<file path="config.mk">
export PLATFORM = sky130hd
export DESIGN_NAME = ktinterp_ctrl
export DESIGN_NICKNAME = d
export VERILOG_FILES = /design/src/ktinterp_pkg.sv /design/src/ktinterp_ctrl.sv
export SDC_FILE = /design/constraint.sdc
export NUM_CORES = 1
export LEC_CHECK = 0
export BUFFER_PORTS_ARGS = -buffer_cell sky130_fd_sc_hd__buf_2
export CORE_UTILIZATION = 40
export CTS_CLUSTER_SIZE = 25
export DETAILED_ROUTE_END_ITERATION = 8
export HOLD_SLACK_MARGIN = 0.05
export PLACE_DENSITY = 0.64
export SLEW_MARGIN = 20
export SYNTH_ARGS = -nofsm -noshare
export SYNTH_HDL_FRONTEND = slang
export SYNTH_SLANG_ARGS = --single-unit
</file>
<file path="constraint.sdc">
create_clock -name clk_i -period 4.8 [get_ports clk_i]
set_input_delay 1.44 -clock clk_i [delete_from_list [all_inputs] [get_ports clk_i]]
set_output_delay 1.44 -clock clk_i [all_outputs]
set_load 0.005 [all_outputs]
</file>
<file path="src/ktinterp_pkg.sv">
// ----------------------------------------------------------------------------
// ktinterp_pkg: shared types and constants for the keyframe interpolator
// Field widths, register indexes, curve codes and controller/datapath structs.
// ----------------------------------------------------------------------------
`default_nettype none
package ktinterp_pkg;

  localparam int FRAME_W     = 16;
  localparam int VAL_W       = 16;
  localparam int CURVE_W     = 3;
  localparam int SUB_W       = 12;
  localparam int IDX_W       = 6;
  localparam int KCNT_W      = 7;
  localparam int T_W         = 13;
  localparam int NUM_W       = FRAME_W + SUB_W;
  localparam int CFG_IDX_W   = 3;
  localparam int CFG_DATA_W  = 16;
  localparam int MAX_KEYS_DEF = 64;

  localparam logic [T_W-1:0] ONE_Q12 = 13'd4096;

  // configuration register indexes
  localparam logic [CFG_IDX_W-1:0] CFG_KEY_COUNT  = 3'd0;
  localparam logic [CFG_IDX_W-1:0] CFG_START_X    = 3'd1;
  localparam logic [CFG_IDX_W-1:0] CFG_START_Y    = 3'd2;
  localparam logic [CFG_IDX_W-1:0] CFG_START_Z    = 3'd3;
  localparam logic [CFG_IDX_W-1:0] CFG_ANGLE_WRAP = 3'd4;

  // request types
  localparam logic REQ_WRITE = 1'b0;
  localparam logic REQ_EVAL  = 1'b1;

  // curve codes
  localparam logic [CURVE_W-1:0] CURVE_LINEAR   = 3'd0;
  localparam logic [CURVE_W-1:0] CURVE_STEP     = 3'd1;
  localparam logic [CURVE_W-1:0] CURVE_EASE_IN  = 3'd2;
  localparam logic [CURVE_W-1:0] CURVE_EASE_OUT = 3'd3;
  localparam logic [CURVE_W-1:0] CURVE_EASE_IO  = 3'd4;

  // controller to datapath commands
  typedef struct packed {
    logic       mem_wr;
    logic       cap;
    logic       rd;
    logic       save_prv;
    logic       ld_before;
    logic       ld_interp;
    logic       hold_ent;
    logic       hold_prv;
    logic       ld_zero;
    logic       div_step;
    logic       shp1;
    logic       shp2;
    logic       shp3;
    logic       bl_mul;
    logic       bl_acc;
    logic       ld_out;
    logic [1:0] chan;
  } dp_cmd_t;

  // datapath to controller status
  typedef struct packed {
    logic lt_ent;
    logic at_ent;
    logic past_ent;
    logic le_ent;
    logic span_zero;
    logic div_last;
  } dp_stat_t;

endpackage
`default_nettype wire

</file>
<file path="src/ktinterp_ctrl.sv">
// ----------------------------------------------------------------------------
// ktinterp_ctrl: keyframe interpolator controller
// Sequences table access, key search, division, shaping and blending.
// ----------------------------------------------------------------------------
`default_nettype none
module ktinterp_ctrl #(
  parameter int MAX_KEYS = ktinterp_pkg::MAX_KEYS_DEF,
  localparam int IW = $clog2(MAX_KEYS),
  localparam int CW = $clog2(MAX_KEYS + 1)
) (
  input  wire                     clk_i,
  input  wire                     rst_ni,
  input  wire                     in_valid_i,
  output logic                    in_ready_o,
  input  wire                     req_type_i,
  output logic                    out_valid_o,
  input  wire                     out_ready_i,
  input  ktinterp_pkg::dp_stat_t  stat_i,
  input  wire  [CW-1:0]           count_i,
  output ktinterp_pkg::dp_cmd_t   cmd_o,
  output logic [IW-1:0]           rd_addr_o
);
  import ktinterp_pkg::*;

  localparam logic [3:0] S_IDLE = 4'd0;
  localparam logic [3:0] S_CHK0 = 4'd1;
  localparam logic [3:0] S_CHKL = 4'd2;
  localparam logic [3:0] S_SRCH = 4'd3;
  localparam logic [3:0] S_DIV  = 4'd4;
  localparam logic [3:0] S_SH1  = 4'd5;
  localparam logic [3:0] S_SH2  = 4'd6;
  localparam logic [3:0] S_SH3  = 4'd7;
  localparam logic [3:0] S_MUL  = 4'd8;
  localparam logic [3:0] S_ACC  = 4'd9;
  localparam logic [3:0] S_OUT  = 4'd10;

  logic [3:0]    state_q, state_d;
  logic [CW-1:0] b_q, b_d;
  logic [1:0]    chan_q, chan_d;
  logic          out_valid_q, out_valid_d;
  logic [CW-1:0] b_nx;

  assign in_ready_o  = state_q == S_IDLE;
  assign out_valid_o = out_valid_q;
  assign b_nx        = b_q + CW'(1);

  // next state and commands
  always_comb begin
    state_d     = state_q;
    b_d         = b_q;
    chan_d      = chan_q;
    out_valid_d = out_valid_q && !out_ready_i;
    cmd_o       = '0;
    cmd_o.chan  = chan_q;
    rd_addr_o   = '0;
    unique case (state_q)
      S_IDLE: begin
        if (in_valid_i) begin
          cmd_o.cap = 1'b1;
          if (req_type_i == REQ_WRITE) begin
            cmd_o.mem_wr = 1'b1;
          end else if (count_i == '0) begin
            cmd_o.ld_zero = 1'b1;
            state_d = S_OUT;
          end else begin
            cmd_o.rd = 1'b1;
            state_d = S_CHK0;
          end
        end
      end
      S_CHK0: begin
        priority if (stat_i.lt_ent) begin
          cmd_o.ld_before = 1'b1;
          state_d = S_DIV;
        end else if (stat_i.at_ent) begin
          cmd_o.hold_ent = 1'b1;
          state_d = S_OUT;
        end else begin
          cmd_o.save_prv = 1'b1;
          cmd_o.rd = 1'b1;
          rd_addr_o = IW'(count_i - CW'(1));
          state_d = S_CHKL;
        end
      end
      S_CHKL: begin
        if (stat_i.past_ent) begin
          cmd_o.hold_ent = 1'b1;
          state_d = S_OUT;
        end else begin
          cmd_o.rd = 1'b1;
          rd_addr_o = IW'(1);
          b_d = CW'(1);
          state_d = S_SRCH;
        end
      end
      S_SRCH: begin
        // walk forward while the key is not later than the query
        if (stat_i.le_ent) begin
          cmd_o.save_prv = 1'b1;
          if (b_nx >= count_i) begin
            cmd_o.hold_ent = 1'b1;
            state_d = S_OUT;
          end else begin
            cmd_o.rd = 1'b1;
            rd_addr_o = b_nx[IW-1:0];
            b_d = b_nx;
          end
        end else if (stat_i.span_zero) begin
          cmd_o.hold_prv = 1'b1;
          state_d = S_OUT;
        end else begin
          cmd_o.ld_interp = 1'b1;
          state_d = S_DIV;
        end
      end
      S_DIV: begin
        cmd_o.div_step = 1'b1;
        if (stat_i.div_last) state_d = S_SH1;
      end
      S_SH1: begin
        cmd_o.shp1 = 1'b1;
        state_d = S_SH2;
      end
      S_SH2: begin
        cmd_o.shp2 = 1'b1;
        state_d = S_SH3;
      end
      S_SH3: begin
        cmd_o.shp3 = 1'b1;
        chan_d = 2'd0;
        state_d = S_MUL;
      end
      S_MUL: begin
        cmd_o.bl_mul = 1'b1;
        state_d = S_ACC;
      end
      S_ACC: begin
        cmd_o.bl_acc = 1'b1;
        if (chan_q == 2'd2) begin
          state_d = S_OUT;
        end else begin
          chan_d = chan_q + 2'd1;
          state_d = S_MUL;
        end
      end
      S_OUT: begin
        // hand the result over once the output register is free
        if (!out_valid_q || out_ready_i) begin
          cmd_o.ld_out = 1'b1;
          out_valid_d = 1'b1;
          state_d = S_IDLE;
        end
      end
      default: state_d = S_IDLE;
    endcase
  end

  always_ff @(posedge clk_i or negedge rst_ni) begin
    if (!rst_ni) begin
      state_q     <= S_IDLE;
      b_q         <= '0;
      chan_q      <= '0;
      out_valid_q <= 1'b0;
    end else begin
      state_q     <= state_d;
      b_q         <= b_d;
      chan_q      <= chan_d;
      out_valid_q <= out_valid_d;
    end
  end

`ifndef SYNTHESIS
  a_div_stays: assert property (@(posedge clk_i) disable iff (!rst_ni)
    (state_q == S_DIV && !stat_i.div_last) |=> state_q == S_DIV)
    else $error("divider left early");
  a_load_free: assert property (@(posedge clk_i) disable iff (!rst_ni)
    cmd_o.ld_out |-> (!out_valid_q || out_ready_i))
    else $error("result overwritten before taken");
  a_srch_range: assert property (@(posedge clk_i) disable iff (!rst_ni)
    state_q == S_SRCH |-> (b_q < count_i && b_q != '0))
    else $error("search index out of range");
`endif

endmodule
`default_nettype wire

</file>
Word level (Yosys, flattened, before mapping). Cells that the tools add are included.

$add $sub $neg: 3. Magnitude comparators: 1. Eq/ne operators: 20. Multiplexer cells: 65. Reductions and logical operators: 11.

Operators by type and width (count): two-way mux 4 bit (11); one-hot mux 4 bit (11 select lines) (1); two-way mux 1 bit (33); two-way mux 6 bit (4); two-way mux 7 bit (3); one-hot mux 6 bit (3 select lines) (1); == test 4 x 3 -> 1 bit, second input constant (4); inequality test 2 bit, second input constant (7); one-hot mux 7 bit (2 select lines) (1); == test 4 bit, second input constant (3); two-way mux 2 bit (6); == test 4 x 2 -> 1 bit, second input constant (2); adder 7 x 1 -> 7 bit, second input constant (1); greater-or-equal comparator 7 bit (1); zero test 7 bit (1); subtractor 6 x 1 -> 6 bit, second input constant (1); AND reduction 5 bit (1); == test 4 x 1 -> 1 bit, second input constant (1); zero test 4 bit (1); one-hot mux 1 bit (4 select lines) (1); one-hot mux 2 bit (2 select lines) (1); AND reduction 4 bit (1); nonzero test 2 bit (2); two-way mux 3 bit (1); other kinds (10) (11).

Flip-flop bits (word level): 14. Logic and storage cells: 104.

Depth between registers and ports, before layout.
Depth in word-level cells: 5. Mapped depth: 11. Gate-level depth less buffers: 10.

Least setup slack after synthesis. Ideal clock, no wire load.

Path kind: input to output. Start: input count_i[6]. End: output rd_addr_o[0]. Arrival time: 2.802 ns. Required time: 3.360 ns. Setup slack: 0.558 ns. Stages: 7. Path buffers: 1. Cells stage by stage: inv_1 ha_1 and4_1 a21oi_1 nand2_2 buf_2 o221ai_1.

Longest elaborated chain between the ends: 4.

Ends and longest elaborated chain: start, declared (RTL line ktinterp_ctrl.sv:19) `input wire [CW-1:0] count_i,`; greater-or-equal comparator 7 bit (RTL line ktinterp_ctrl.sv:100) `if (b_nx >= count_i) begin`; two-way mux 6 bit (RTL line ktinterp_ctrl.sv:100); two-way mux 6 bit (RTL line ktinterp_ctrl.sv:98) `if (stat_i.le_ent) begin`; one-hot mux 6 bit (3 select lines) (RTL line ktinterp_ctrl.sv:56) `unique case (state_q)`; end, declared (RTL line ktinterp_ctrl.sv:21) `output logic [IW-1:0] rd_addr_o`.

Every way passes these cells.

Worst setup path in the final report.
Start: input count_i[2]. End: output rd_addr_o[0].

The elaborated chain is that of the path after synthesis.

==> reports/qor.csv <==
stage;metric;value;unit
finish;Layout Utilization;0.5111;
grt;antenna violations before repair;0;
power;Pleak;0.0008487;µW
worst_hold_path;hold path endpoint;out_valid_o;
finish;most common cell after layout, fill and taps aside;sky130_fd_sc_hd__buf_2;
cts;H-tree levels;1;
route;post-route antenna net violation count;0;
cts;clock-pin slew of the registers on the worst-case setup and hold paths;0.08;ns
yosys;Netlist cell types;44;
worst_setup_path;slack of the worst reg-to-reg path;2.20;ns
worst_hold_path;cell count of the worst hold path;2;
placement;final estimated routing congestion in global placement;0.8303;
route;via/cell ratio;5.446;
timing;Tightest Pin Transition;0.5636;ns
worst_hold_path;Min-Delay Path Class;flip-flop to flip-flop;
route;Pre-antenna DRT Iters;4;
finish;fill cell instance count of the final layout;346;
yosys;most instantiated flip-flop cell in the synthesis netlist;sky130_fd_sc_hd__dfrtp_1;
floorplan;row count;20;
flow_run;number of max-cap violations;0;
cts;CTS tree;yes;
timing;Tmin final;4.492;ns
yosys;Avg Synthesized Cell Area;7.712;µm²
timing;Final Slew Violations;0;
status;result of the run;complete, no violations;
floorplan;area of the core region;3153;µm²
cts;clock buffer depth;2;
yosys;share of synthesized flip-flops with an asynchronous set or reset;1.000;
grt;number of global-route vias before repair;1231;
floorplan;DIE WIDTH;60.42;µm
yosys;sequential element share of the synthesized area;0.2566;
finish;commonest cells after routing, fill and taps aside;sky130_fd_sc_hd__buf_2 (43), sky130_fd_sc_hd__inv_1 (18), sky130_fd_sc_hd__nor2_1 (14), sky130_fd_sc_hd__dfrtp_1 (14);
timing;setup skew after layout;0.002698;ns
yosys;Post-synth EDFFs;0;
worst_setup_path;endpoint of the worst register-to-register path;b_q[1];
yosys;count of warnings emitted by yosys;0;
worst_setup_path;path depth of the worst reg2reg path;9;
route;Routed wire per std cell;13.45;µm
worst_hold_path;launch point of the worst hold path;out_valid_o;
cts;clock insertion delay at the later pin of the skew report;0.28;ns
yosys;register bit total from synthesis;14;
timing;fmax;0.2226;GHz
yosys;cell area after synthesis;1365;µm²
worst_setup_path;Max FO, Critical Path;14;
route;drt initial violations;62;
power;Power Dens Cells;433.4;nW/µm²
floorplan;die span in y;60.42;µm
worst_setup_path;endpoint class of the critical path;primary output;
finish;post-layout net count;245;
timing;unrepaired setup endpoints after global routing;false;
timing;Hold Vio Cnt, Final;0;
timing;final number of setup-violating endpoints;0;
worst_setup_path;critical path class;input port to primary output;
timing;share of the clock period used by the worst path after layout;0.9358;
power;worst ir drop on vdd;0.0001339;V
worst_setup_path;FF-to-FF Start;b_q[0];
yosys;Syn Inst Count;177;
worst_setup_path;critical path data required time;3.36;ns
finish;ratio of cells with drive above 1 in the final layout;0.2430;
worst_setup_path;Worst Path Arrival;3.05;ns
placement;post-detail-place hpwl;2.731;mm
grt;pin count of the biggest net entering global routing;20;
cts;Root Driver;sky130_fd_sc_hd__clkbuf_4;
route;final wirelength;3.471;mm
grt;wire length of the first global-routing pass;5.664;mm
timing;hold slack final;0.5309;ns
finish;count of inserted antenna diode cells;0;
floorplan;Die Footprint;3650;µm²
yosys;net count of the mapped netlist;206;
worst_setup_path;startpoint type of the worst setup path;input port;
timing;final total negative setup slack;0;ns
finish;Synth-to-Final Area Change;18.06;%
floorplan;Initial Util;0.4329;
floorplan;IO Count;44;
route;post-detailed-route DRC marker count;0;
cts;Inserted Clock Buffers;3;
cts;clock sinks;14;
route;via total after detailed routing;1405;
grt;grt total ovfl;0;
grt;global routing usage summed across all routing layers;0.2067;
timing;relative max-transition margin;0.6243;
cts;CTS Hold Bufs;0;
placement;input/output buffers;43;
cell type report:
type / instances / area (µm²) / area share
Multi-Input combinational cell: 136 / 900.9 / 0.5590
Timing Repair Buffer: 43 / 215.2 / 0.1335
Tap cell: 44 / 55.05 / 0.03416
Sequential cell: 14 / 350.3 / 0.2174
Clock buffer: 3 / 22.52 / 0.01398
Inverter: 18 / 67.56 / 0.04193
worst max-delay path: stages:
cell,delay [ns]
sky130_fd_sc_hd__buf_2,0.12
sky130_fd_sc_hd__inv_1,0.06
sky130_fd_sc_hd__ha_1,0.31
sky130_fd_sc_hd__a21oi_1,0.14
sky130_fd_sc_hd__o21ai_0,0.12
sky130_fd_sc_hd__a21oi_2,0.25
sky130_fd_sc_hd__nand2_2,0.23
sky130_fd_sc_hd__o221ai_1,0.23
sky130_fd_sc_hd__buf_2,0.14
cell families after synthesis:
kind of cell,after synthesis,synth area share
muxes,2,0.01467
adders and majority gates,11,0.1008
buffers and inverters,27,0.08616
AOI/OAI and AO/OA,42,0.2081
and+or+nand+nor,72,0.2759
DFF,14,0.2566
xor gates and xnor gates,9,0.05774
synthesized netlist by cell type, types with 5 or more instances:
cell type                 instances  area share
sky130_fd_sc_hd__a21oi_1         11       0.040
sky130_fd_sc_hd__nor3_1          11       0.040
sky130_fd_sc_hd__nand2_1          9       0.025
sky130_fd_sc_hd__xnor2_1          5       0.032
sky130_fd_sc_hd__inv_1           18       0.049
sky130_fd_sc_hd__dfrtp_1         14        0.26
sky130_fd_sc_hd__nand3_1         10       0.037
sky130_fd_sc_hd__nor2_1          14       0.038
sky130_fd_sc_hd__o22ai_1          7       0.032
sky130_fd_sc_hd__nor2b_1          6       0.028
sky130_fd_sc_hd__o21ai_0          7       0.026
sky130_fd_sc_hd__ha_1            11        0.10
metrics by stage:
step	setup WS (ns)	instances	cell area, µm²	power (µW)
3_3_place_gp	0.2692	255	1585	624.4
6_report	0.3082	258	1612	698.4
3_5_place_dp	0.1974	255	1585	628.9
5_1_grt	0.1332	258	1612	769.9
2_1_floorplan	0.5583	177	1365	523.1
4_1_cts	0.1944	258	1608	697.0
where the power goes:
part	internal (µW)	leakage (µW)	switching [µW]	total, µW
clock	29.1	0.0000138	38.0	67.1
sequential	157	0.000182	87.1	245
combinational	170	0.000653	216	387
total	357	0.000849	341	698
worst max-delay path by stage:
stage / start / to / slack [ns] / depth (start not counted)
2_1_floorplan: count_i[6] / rd_addr_o[0] / 0.56 / 7
3_3_place_gp: count_i[2] / rd_addr_o[0] / 0.27 / 9
3_5_place_dp: count_i[6] / rd_addr_o[0] / 0.20 / 9
4_1_cts: count_i[6] / rd_addr_o[0] / 0.19 / 9
5_1_grt: count_i[6] / rd_addr_o[0] / 0.13 / 9
6_report: count_i[2] / rd_addr_o[0] / 0.31 / 9
flip-flops by register name, summed over array words and instances (netlist names):
signal / cells
chan_q: 2
state_q: 4
b_q: 7
out_valid_o: 1
routing by layer:
layer / part of all wire / track usage / vias to the layer above / wire length (µm)
met5: 0 / 0 / - / 0
met4: 0.0049 / 0.06818 / 0 / 17
met3: 0.036 / 0.01919 / 2 / 124
met2: 0.49 / 0.3250 / 38 / 1699
met1: 0.47 / 0.2983 / 663 / 1630
li1: - / - / 702 / -
repair_timing:
| item | in CTS | in global routing |
|---|---|---|
| setup endpoints to repair | 0 | 1 |
| buffers inserted | 0 | 0 |
| gates resized for setup | 0 | 1 |
Power figures use the tool's default switching activity.
